File: src/assert_macros.svh
// Assertion macros shared by the voxel grid to points modules.
`ifndef ASSERT_MACROS_SVH
`define ASSERT_MACROS_SVH

// Checked on every rising edge of i_clk outside reset.
`define VGP_ASSERT(lbl, prop, msg) \
    lbl: assert property (@(posedge i_clk) disable iff (!i_rst_n) prop) else $error(msg);

// Checked on every rising edge of i_clk, during reset as well.
`define VGP_ASSERT_ALWAYS(lbl, prop, msg) \
    lbl: assert property (@(posedge i_clk) prop) else $error(msg);

`endif

File: src/vgp_pkg.sv
// Package with the types and constants of the voxel grid to points block.
package vgp_pkg;

    localparam int CFG_DIM_W       = 11;
    localparam int RES_W           = 24;
    localparam int ORIGIN_W        = 32;
    localparam int POINT_W         = 40;
    localparam int OCC_W           = 8;
    localparam int CFG_DATA_W      = 32;
    localparam int CFG_IDX_W       = 3;
    localparam int DEFAULT_MAX_DIM = 1024;
    localparam int QUEUE_DEPTH     = 2;

    localparam logic signed [OCC_W-1:0] OCCUPIED_CODE = 8'sd100;
    localparam logic [RES_W-1:0]        RES_RESET     = 24'd65536;
    localparam logic [CFG_DIM_W-1:0]    DIM_RESET     = 11'd1;

    typedef enum logic [CFG_IDX_W-1:0] {
        CFG_GRID_WIDTH = 3'd0,
        CFG_GRID_DEPTH = 3'd1,
        CFG_RESOLUTION = 3'd2,
        CFG_ORIGIN_X   = 3'd3,
        CFG_ORIGIN_Y   = 3'd4,
        CFG_ORIGIN_Z   = 3'd5
    } t_cfg_reg;

    typedef struct packed {
        logic [CFG_DIM_W-1:0]       grid_width;
        logic [CFG_DIM_W-1:0]       grid_depth;
        logic [RES_W-1:0]           resolution;
        logic signed [ORIGIN_W-1:0] origin_x;
        logic signed [ORIGIN_W-1:0] origin_y;
        logic signed [ORIGIN_W-1:0] origin_z;
    } t_grid_cfg;

    typedef struct packed {
        logic occupied;
        logic last;
    } t_cell_flags;

endpackage

File: src/vgp_if.sv
// Stream interfaces for grid cells in and voxel centre points out.
interface vgp_cell_if
    import vgp_pkg::*;
();
    logic                    valid;
    logic                    ready;
    logic signed [OCC_W-1:0] occupancy;
    logic                    last_cell;

    modport source (output valid, occupancy, last_cell, input ready);
    modport sink (input valid, occupancy, last_cell, output ready);
endinterface

interface vgp_point_if
    import vgp_pkg::*;
();
    logic                      valid;
    logic                      ready;
    logic signed [POINT_W-1:0] point_x;
    logic signed [POINT_W-1:0] point_y;
    logic signed [POINT_W-1:0] point_z;
    logic                      point_valid;
    logic                      grid_end;

    modport source (output valid, point_x, point_y, point_z, point_valid, grid_end,
                    input ready);
    modport sink (input valid, point_x, point_y, point_z, point_valid, grid_end,
                  output ready);
endinterface

File: src/vgp_queue.sv
// Short job queue between the cell front end and the point back end.
`include "assert_macros.svh"

module vgp_queue
    import vgp_pkg::*;
#(
    parameter int DATA_W = 32
) (
    input  logic              i_clk,
    input  logic              i_rst_n,
    input  logic              i_push,
    input  logic [DATA_W-1:0] i_data,
    output logic              o_ready,
    output logic              o_valid,
    output logic [DATA_W-1:0] o_data,
    input  logic              i_pop
);
    localparam int PTR_W = $clog2(QUEUE_DEPTH);
    localparam int CNT_W = $clog2(QUEUE_DEPTH + 1);

    logic [DATA_W-1:0] r_mem [QUEUE_DEPTH];
    logic [PTR_W-1:0]  r_wptr, n_wptr;
    logic [PTR_W-1:0]  r_rptr, n_rptr;
    logic [CNT_W-1:0]  r_count, n_count;
    logic              do_push, do_pop;

    assign o_ready = r_count < CNT_W'(QUEUE_DEPTH);
    assign o_valid = r_count != '0;
    assign o_data  = r_mem[r_rptr];
    assign do_push = i_push && o_ready;
    assign do_pop  = i_pop && o_valid;

    always_comb begin
        n_wptr  = r_wptr;
        n_rptr  = r_rptr;
        n_count = r_count;
        if (do_push) begin
            n_wptr = (r_wptr == PTR_W'(QUEUE_DEPTH - 1)) ? '0 : r_wptr + 1'b1;
        end
        if (do_pop) begin
            n_rptr = (r_rptr == PTR_W'(QUEUE_DEPTH - 1)) ? '0 : r_rptr + 1'b1;
        end
        if (do_push && !do_pop) begin
            n_count = r_count + 1'b1;
        end else if (do_pop && !do_push) begin
            n_count = r_count - 1'b1;
        end
    end

    always_ff @(posedge i_clk) begin
        if (!i_rst_n) begin
            r_wptr  <= '0;
            r_rptr  <= '0;
            r_count <= '0;
        end else begin
            r_wptr  <= n_wptr;
            r_rptr  <= n_rptr;
            r_count <= n_count;
        end
    end

    always_ff @(posedge i_clk) begin
        if (do_push) begin
            r_mem[r_wptr] <= i_data;
        end
    end

    `VGP_ASSERT(a_queue_bound, (r_count <= CNT_W'(QUEUE_DEPTH)), "Queue count exceeds depth.")
    `VGP_ASSERT(a_queue_push_only, (do_push && !do_pop |=> r_count == $past(r_count) + 1'b1), "Queue count did not grow on a push.")

endmodule

File: src/vgp_front.sv
// Front end: accepts grid cells, tracks their position and queues result jobs.
`include "assert_macros.svh"

module vgp_front
    import vgp_pkg::*;
#(
    parameter int MAX_DIM = DEFAULT_MAX_DIM,
    parameter int IDX_W   = $clog2(MAX_DIM)
) (
    input  logic             i_clk,
    input  logic             i_rst_n,
    vgp_cell_if.sink         i_cell,
    input  t_grid_cfg        i_cfg,
    input  logic             i_queue_ready,
    output logic             o_push,
    output logic [IDX_W-1:0] o_column,
    output logic [IDX_W-1:0] o_row,
    output logic [IDX_W-1:0] o_layer,
    output t_cell_flags      o_flags
);
    localparam int CMP_W = (IDX_W + 1 > CFG_DIM_W) ? IDX_W + 1 : CFG_DIM_W;
    localparam logic [CMP_W-1:0] MAX_DIM_C = CMP_W'(MAX_DIM);

    logic [IDX_W-1:0] r_column, n_column;
    logic [IDX_W-1:0] r_row, n_row;
    logic [IDX_W-1:0] r_layer, n_layer;
    logic [CMP_W-1:0] eff_width, eff_depth;
    logic             accept;
    logic             occupied;

    function automatic logic [CMP_W-1:0] eff_dim(input logic [CFG_DIM_W-1:0] dim);
        logic [CMP_W-1:0] d;
        d = CMP_W'(dim);
        if (d == '0) begin
            return CMP_W'(1);
        end else if (d > MAX_DIM_C) begin
            return MAX_DIM_C;
        end
        return d;
    endfunction

    assign i_cell.ready = i_queue_ready;
    assign accept       = i_cell.valid && i_cell.ready;
    assign occupied     = i_cell.occupancy == OCCUPIED_CODE;
    assign eff_width    = eff_dim(i_cfg.grid_width);
    assign eff_depth    = eff_dim(i_cfg.grid_depth);

    assign o_push           = accept && (occupied || i_cell.last_cell);
    assign o_column         = r_column;
    assign o_row            = r_row;
    assign o_layer          = r_layer;
    assign o_flags.occupied = occupied;
    assign o_flags.last     = i_cell.last_cell;

    always_comb begin
        n_column = r_column;
        n_row    = r_row;
        n_layer  = r_layer;
        if (accept) begin
            if (i_cell.last_cell) begin
                n_column = '0;
                n_row    = '0;
                n_layer  = '0;
            end else if (CMP_W'(r_column) + 1'b1 >= eff_width) begin
                n_column = '0;
                if (CMP_W'(r_row) + 1'b1 >= eff_depth) begin
                    n_row = '0;
                    if (CMP_W'(r_layer) + 1'b1 < MAX_DIM_C) begin
                        n_layer = r_layer + 1'b1;
                    end
                end else begin
                    n_row = r_row + 1'b1;
                end
            end else begin
                n_column = r_column + 1'b1;
            end
        end
    end

    always_ff @(posedge i_clk) begin
        if (!i_rst_n) begin
            r_column <= '0;
            r_row    <= '0;
            r_layer  <= '0;
        end else begin
            r_column <= n_column;
            r_row    <= n_row;
            r_layer  <= n_layer;
        end
    end

    `VGP_ASSERT(a_last_clears, (accept && i_cell.last_cell |=> r_column == '0 && r_row == '0 && r_layer == '0), "Position not cleared after the last cell.")
    `VGP_ASSERT(a_layer_bound, (CMP_W'(r_layer) < MAX_DIM_C), "Layer index beyond the grid limit.")

endmodule

File: src/vgp_back.sv
// Back end: computes voxel centres from queued jobs and holds the result item.
`include "assert_macros.svh"

module vgp_back
    import vgp_pkg::*;
#(
    parameter int MAX_DIM = DEFAULT_MAX_DIM,
    parameter int IDX_W   = $clog2(MAX_DIM)
) (
    input  logic             i_clk,
    input  logic             i_rst_n,
    input  t_grid_cfg        i_cfg,
    input  logic             i_valid,
    input  logic [IDX_W-1:0] i_column,
    input  logic [IDX_W-1:0] i_row,
    input  logic [IDX_W-1:0] i_layer,
    input  t_cell_flags      i_flags,
    output logic             o_pop,
    vgp_point_if.source      o_point
);
    localparam int PROD_W = RES_W + IDX_W + 1;

    logic              r_s1_valid;
    t_cell_flags       r_s1_flags;
    logic [PROD_W-1:0] r_prod_x, r_prod_y, r_prod_z;
    logic              r_out_valid;
    logic [POINT_W-1:0] r_x, r_y, r_z;
    t_cell_flags       r_out_flags;
    logic              s1_ready, s2_ready, s2_load;

    function automatic logic [PROD_W-1:0] scaled(input logic [RES_W-1:0] res,
                                                 input logic [IDX_W-1:0] idx);
        return PROD_W'(res) * PROD_W'({idx, 1'b1});
    endfunction

    function automatic logic [POINT_W-1:0] centre(input logic [PROD_W-1:0] prod,
                                                  input logic signed [ORIGIN_W-1:0] org);
        return POINT_W'(prod >> 1) + POINT_W'(org);
    endfunction

    assign s2_ready = !r_out_valid || o_point.ready;
    assign s1_ready = !r_s1_valid || s2_ready;
    assign s2_load  = r_s1_valid && s2_ready;
    assign o_pop    = i_valid && s1_ready;

    assign o_point.valid       = r_out_valid;
    assign o_point.point_x     = $signed(r_x);
    assign o_point.point_y     = $signed(r_y);
    assign o_point.point_z     = $signed(r_z);
    assign o_point.point_valid = r_out_flags.occupied;
    assign o_point.grid_end    = r_out_flags.last;

    always_ff @(posedge i_clk) begin
        if (!i_rst_n) begin
            r_s1_valid  <= 1'b0;
            r_out_valid <= 1'b0;
        end else begin
            if (s1_ready) begin
                r_s1_valid <= i_valid;
            end
            if (s2_ready) begin
                r_out_valid <= r_s1_valid;
            end
        end
    end

    always_ff @(posedge i_clk) begin
        if (o_pop) begin
            r_s1_flags <= i_flags;
            r_prod_x   <= scaled(i_cfg.resolution, i_column);
            r_prod_y   <= scaled(i_cfg.resolution, i_row);
            r_prod_z   <= scaled(i_cfg.resolution, i_layer);
        end
        if (s2_load) begin
            r_out_flags <= r_s1_flags;
            if (r_s1_flags.occupied) begin
                r_x <= centre(r_prod_x, i_cfg.origin_x);
                r_y <= centre(r_prod_y, i_cfg.origin_y);
                r_z <= centre(r_prod_z, i_cfg.origin_z);
            end else begin
                r_x <= '0;
                r_y <= '0;
                r_z <= '0;
            end
        end
    end

    `VGP_ASSERT(a_result_kind, (r_out_valid |-> r_out_flags.occupied || r_out_flags.last), "Result item carries neither a point nor an end marker.")
    `VGP_ASSERT(a_empty_marker, (r_out_valid && !r_out_flags.occupied |-> r_x == '0 && r_y == '0 && r_z == '0), "End marker without a point has nonzero coordinates.")

endmodule

File: src/voxel_grid_to_points_top.sv
// Top level of the voxel grid to points block. It takes the cells of a 3D
// occupancy grid in raster order, x fastest, one cell per item, and returns one
// item per occupied cell carrying the voxel centre in signed Q23.16, plus an
// end marker for the cell flagged last. The block accepts one cell per clock
// cycle while the job queue has room. The cell's job enters the two-entry job
// queue at the accepting edge, then passes the multiply stage and the output
// register. Cells that give no result do not occupy the queue, but like any
// cell they wait while the queue is full. The user must write the registers
// only while no item is in flight; the block itself does not enforce this.
module voxel_grid_to_points_top
    import vgp_pkg::*;
#(
    parameter int MAX_DIM = DEFAULT_MAX_DIM
) (
    input  logic                  i_clk,
    input  logic                  i_rst_n,
    vgp_cell_if.sink              i_cell,
    vgp_point_if.source           o_point,
    input  logic                  i_cfg_we,
    input  logic [CFG_IDX_W-1:0]  i_cfg_index,
    input  logic [CFG_DATA_W-1:0] i_cfg_data
);
    localparam int IDX_W = $clog2(MAX_DIM);
    localparam int JOB_W = 3 * IDX_W + $bits(t_cell_flags);

    t_grid_cfg        r_cfg;
    logic             push, queue_ready, queue_valid, pop;
    logic [IDX_W-1:0] f_column, f_row, f_layer;
    logic [IDX_W-1:0] b_column, b_row, b_layer;
    t_cell_flags      f_flags, b_flags;
    logic [JOB_W-1:0] job_in, job_out;

    always_ff @(posedge i_clk) begin
        if (!i_rst_n) begin
            r_cfg.grid_width <= DIM_RESET;
            r_cfg.grid_depth <= DIM_RESET;
            r_cfg.resolution <= RES_RESET;
            r_cfg.origin_x   <= '0;
            r_cfg.origin_y   <= '0;
            r_cfg.origin_z   <= '0;
        end else if (i_cfg_we) begin
            unique case (i_cfg_index)
                CFG_GRID_WIDTH: r_cfg.grid_width <= i_cfg_data[CFG_DIM_W-1:0];
                CFG_GRID_DEPTH: r_cfg.grid_depth <= i_cfg_data[CFG_DIM_W-1:0];
                CFG_RESOLUTION: r_cfg.resolution <= i_cfg_data[RES_W-1:0];
                CFG_ORIGIN_X:   r_cfg.origin_x   <= $signed(i_cfg_data[ORIGIN_W-1:0]);
                CFG_ORIGIN_Y:   r_cfg.origin_y   <= $signed(i_cfg_data[ORIGIN_W-1:0]);
                CFG_ORIGIN_Z:   r_cfg.origin_z   <= $signed(i_cfg_data[ORIGIN_W-1:0]);
                default: begin
                end
            endcase
        end
    end

    vgp_front #(
        .MAX_DIM (MAX_DIM),
        .IDX_W   (IDX_W)
    ) u_front (
        .i_clk         (i_clk),
        .i_rst_n       (i_rst_n),
        .i_cell        (i_cell),
        .i_cfg         (r_cfg),
        .i_queue_ready (queue_ready),
        .o_push        (push),
        .o_column      (f_column),
        .o_row         (f_row),
        .o_layer       (f_layer),
        .o_flags       (f_flags)
    );

    assign job_in = {f_layer, f_row, f_column, f_flags};
    assign {b_layer, b_row, b_column, b_flags} = job_out;

    vgp_queue #(
        .DATA_W (JOB_W)
    ) u_queue (
        .i_clk   (i_clk),
        .i_rst_n (i_rst_n),
        .i_push  (push),
        .i_data  (job_in),
        .o_ready (queue_ready),
        .o_valid (queue_valid),
        .o_data  (job_out),
        .i_pop   (pop)
    );

    vgp_back #(
        .MAX_DIM (MAX_DIM),
        .IDX_W   (IDX_W)
    ) u_back (
        .i_clk    (i_clk),
        .i_rst_n  (i_rst_n),
        .i_cfg    (r_cfg),
        .i_valid  (queue_valid),
        .i_column (b_column),
        .i_row    (b_row),
        .i_layer  (b_layer),
        .i_flags  (b_flags),
        .o_pop    (pop),
        .o_point  (o_point)
    );

endmodule

File: src/flat_wrapper.sv
// flat-port wrapper written by rule: the top's interface ports become plain ports
module voxel_grid_to_points_top_flat import vgp_pkg::*;
#(
    parameter int MAX_DIM = DEFAULT_MAX_DIM
)
  (i_clk, i_rst_n, i_cfg_we, i_cfg_index, i_cfg_data, i_cell_valid, i_cell_occupancy, i_cell_last_cell, i_cell_ready, o_point_valid, o_point_point_x, o_point_point_y, o_point_point_z, o_point_point_valid, o_point_grid_end, o_point_ready);
  vgp_cell_if i_cell_i ();
  vgp_point_if o_point_i ();
  input  logic i_clk;
  input  logic i_rst_n;
  input  logic i_cfg_we;
  input  logic [CFG_IDX_W-1:0] i_cfg_index;
  input  logic [CFG_DATA_W-1:0] i_cfg_data;
  input wire logic [$bits(i_cell_i.valid)-1:0] i_cell_valid;
  input wire logic [$bits(i_cell_i.occupancy)-1:0] i_cell_occupancy;
  input wire logic [$bits(i_cell_i.last_cell)-1:0] i_cell_last_cell;
  output wire logic [$bits(i_cell_i.ready)-1:0] i_cell_ready;
  output wire logic [$bits(o_point_i.valid)-1:0] o_point_valid;
  output wire logic [$bits(o_point_i.point_x)-1:0] o_point_point_x;
  output wire logic [$bits(o_point_i.point_y)-1:0] o_point_point_y;
  output wire logic [$bits(o_point_i.point_z)-1:0] o_point_point_z;
  output wire logic [$bits(o_point_i.point_valid)-1:0] o_point_point_valid;
  output wire logic [$bits(o_point_i.grid_end)-1:0] o_point_grid_end;
  input wire logic [$bits(o_point_i.ready)-1:0] o_point_ready;
  assign i_cell_i.valid = i_cell_valid;
  assign i_cell_i.occupancy = i_cell_occupancy;
  assign i_cell_i.last_cell = i_cell_last_cell;
  assign i_cell_ready = i_cell_i.ready;
  assign o_point_valid = o_point_i.valid;
  assign o_point_point_x = o_point_i.point_x;
  assign o_point_point_y = o_point_i.point_y;
  assign o_point_point_z = o_point_i.point_z;
  assign o_point_point_valid = o_point_i.point_valid;
  assign o_point_grid_end = o_point_i.grid_end;
  assign o_point_i.ready = o_point_ready;
  voxel_grid_to_points_top #(.MAX_DIM(MAX_DIM)) u_core (.i_clk(i_clk), .i_rst_n(i_rst_n), .i_cell(i_cell_i), .o_point(o_point_i), .i_cfg_we(i_cfg_we), .i_cfg_index(i_cfg_index), .i_cfg_data(i_cfg_data));
endmodule
File: config.mk
export PLATFORM = sky130hd
export DESIGN_NAME = voxel_grid_to_points_top_flat
export DESIGN_NICKNAME = d
export VERILOG_FILES = /design/src/vgp_pkg.sv /design/src/vgp_if.sv /design/src/vgp_queue.sv /design/src/vgp_front.sv /design/src/vgp_back.sv /design/src/voxel_grid_to_points_top.sv /design/src/flat_wrapper.sv
export VERILOG_INCLUDE_DIRS = /design/src /design/src/src
export SDC_FILE = /design/constraint.sdc
export NUM_CORES = 2
export LEC_CHECK = 0
export BUFFER_PORTS_ARGS = -buffer_cell sky130_fd_sc_hd__buf_2
export CAP_MARGIN = 40
export CORE_MARGIN = 2
export CORE_UTILIZATION = 25
export CTS_BUF_LIST = sky130_fd_sc_hd__clkbuf_8
export DETAILED_ROUTE_END_ITERATION = 7
export SLEW_MARGIN = 40
export SYNTH_ARGS = -nofsm -noshare
export SYNTH_HDL_FRONTEND = slang
export SYNTH_SLANG_ARGS = --single-unit
File: constraint.sdc
create_clock -name i_clk -period 6.54 [get_ports i_clk]
set_clock_uncertainty 0.2 [all_clocks]
set_input_delay 1.308 -clock i_clk [delete_from_list [all_inputs] [get_ports i_clk]]
set_output_delay 1.308 -clock i_clk [all_outputs]
set_load 0.01 [all_outputs]
==> metrics.txt <==
grt ovf 0; Final TNS setup 0 ns; most frequent cells in the layout nand2_1 (897), inv_1 (728), fa_1 (591), ha_1 (349), and2_1 (339); Initial Utilization 25.2%; die height 439 microns; WS Path Type flip-flop to flip-flop; Fmax achieved 0.156 GHz; Die Footprint 193000 sq um; area occupied by multi-input gates 32100 sq um; Synthesis Warnings 0; mapped cell area 47400 sq um; Synthesized Nets 6083; final setup fails 0; starting DRC count in detailed routing 2267; H-tree levels 3; Slew Limit Fails 0; Pwr Total 11700 uW; Syn Inst Count 5090; Leak 0.0252 uW; Avg Cell Area, Syn 9.30 sq um; Fin. Hold Viols 0; CP delay by family, top adder cells; buffers plus inverters on the worst setup path 5; number of buffers added on ports 172; DPL Wire Length 110000 microns; Area Overhead vs Synth 14.0%; clk root buf clkbuf_8; CTS tree yes; RSZ-0062 raised after global routing true; largest net degree at the start of global routing 106; most used cell, CP fa_1; VDD IR max 0.129 mV; Reg clk slew, reported paths approximately 0.060 ns; critical path required time 6.82 ns; row count 159; router iterations before antenna repair 7; Critical Path, Cell by Cell buf_12, buf_12, mux2_2, buf_12, and2_1, fa_1, inv_1, fa_1, fa_1, fa_1, fa_1, inv_1, ha_1, a21o_1, a21o_1, a21oi_1, or3b_2, a31oi_1, nor2_2, a221o_1, a21oi_2, xnor2_1; Final ANT Viol Nets 0; worst-margin pin slew 0.858 ns; Tmin final roughly 6.4 ns; ys flop type edfxtp_1; register area 11900 sq um; wire per inst about 18 microns; nature of the critical path startpoint flip-flop; max incr delay on CP about 0.55 ns; status finished, final reports clean; Final nets 6269; total CTS buffers 77; Min Hold Slack 0.223 ns; Final period util around 98%; slowest CP cell fa_1; Critical Path Fanout Max 17; FF+latch count, synth 457; Total GRT Usage 14.6%; gpl congestion 0.924; number of global-route vias before repair roughly 37000; first-pass GRT wire length between 200000 and 250000 microns; Via Count 35700; PwrDens around 220 nW/um^2; antenna violations before repair 3; Arrival @ worst endpoint ~6.7 ns; max_cap viols 0; HP Class flip-flop to flip-flop; Post-synth EDFFs 278; CP endpoint kind flip-flop; Fillers about 20000; post-synthesis sequential area ratio 25.2%; clk sink count 457; width of the die about 440 microns; Hold-fix buffers, CTS 0; commonest non-fill, non-tap cell in the layout nand2_1; io pins 173; WL final 141000 microns; Core Area around 190000 sq um; Slew headroom between 40 and 50%; drt via density 4.56; Worst-Skew Late Latency 0.78 ns; # DRC 0; layout cells sized above 1 10.7%; Async SR Flop Fraction 0%; CTS max path bufs 3; unique cell type count in the Yosys netlist 89
==> report_power, final <==
part	total, uW	switching (uW)	internal (uW)	leakage (uW)
Combinational	4900	3040	1860	0.0202
Sequential	4100	250	3850	0.00413
Clock	2690	1280	1410	0.000869
==> logic make-up (layout without fill, tap and decap cells) <==
family,count (synthesis),in the layout,synth area share [%]
other,0,4,0
buffers and inverters,957,1203,7.69
AND/OR/NAND/NOR,1706,1706,17.0
adder cells (fa/ha/maj),944,944,34.4
flip-flops,457,457,25.2
AO/OA/AOI/OAI,798,798,11.3
XOR/XNOR,173,173,3.20
multiplexers,55,57,1.25
==> timing repair <==
item,in CTS,in global routing
resized for setup,0,73
setup endpoints to repair,0,27
setup buffers,0,9
==> cell type report <==
cell class	instances	area share [%]
Clock inverter	62	0.892
Multi-Input combinational cell	3678	59.4
Sequential cell	457	22.1
Antenna cell	4	0.0185
Tap cell	2495	5.78
Timing Repair Buffer	353	4.84
Clock buffer	79	2.01
Inverter	709	4.94
==> cells in the mapped netlist (all sizes together), types with 109 or more instances <==
| cell type | number | area (sq um) |
|---|---|---|
| clkbuf | 233 | 877 |
| ha | 350 | 4380 |
| a21boi | 175 | 1310 |
| inv | 707 | 2650 |
| o21ai | 135 | 679 |
| fa | 594 | 11900 |
| a21oi | 183 | 927 |
| nor2 | 155 | 582 |
| xnor2 | 109 | 955 |
| edfxtp | 278 | 8350 |
| nand2 | 898 | 3370 |
| and2 | 339 | 2120 |
| dfxtp | 179 | 3580 |
==> per-layer routing <==
metal	routed length [microns]	vias to the layer above	GRT usage, %
li1	-	16800	-
met4	5480	2	5.66
met1	59100	17700	18.1
met2	68200	1037	25.2
met5	13	-	0
met3	7980	225	2.27
==> stage by stage <==
step	worst slack [ns]	instance area, sq um	utilization (%)	cells
2_1_floorplan	0.0269	47400	-	5090
3_3_place_gp	0.0942	51900	27.6	7678
3_5_place_dp	0.0752	52000	27.6	7679
4_1_cts	0.0344	53500	28.5	7820
5_1_grt	-0.0678	54000	28.7	7834
6_report	0.146	54000	28.7	7837
==> state kept, by name, summed over array words and instances (netlist names), 2 cells and up, named ones only <==
signal,flops
u_core.r_cfg,142
u_core.u_queue.r_mem,64
u_core.u_back.o_point.point_x,36
u_core.u_back.o_point.point_y,36
u_core.u_back.o_point.point_z,36
u_core.u_back.r_prod_x,34
u_core.u_back.r_prod_y,34
u_core.u_back.r_prod_z,34
u_core.u_front.o_column,10
u_core.u_front.o_layer,10
u_core.u_front.o_row,10
u_core.u_back.r_s1_flags,2
u_core.u_queue.r_count,2
==> worst paths after layout <==
path	startpoint	endpoint	slack (ns)	cells past startpoint
worst min-delay path	u_core.u_back.r_s1_flags[0]	u_core.u_back.o_point.grid_end	0.22	0
worst max register to register	flip-flop	u_core.u_back.r_prod_x[30]	0.15	22
worst min register to register	u_core.u_back.r_s1_flags[0]	u_core.u_back.o_point.grid_end	0.22	0
worst max-delay path	flip-flop	u_core.u_back.r_prod_x[30]	0.15	22
(Power assumes the default switching activity.)
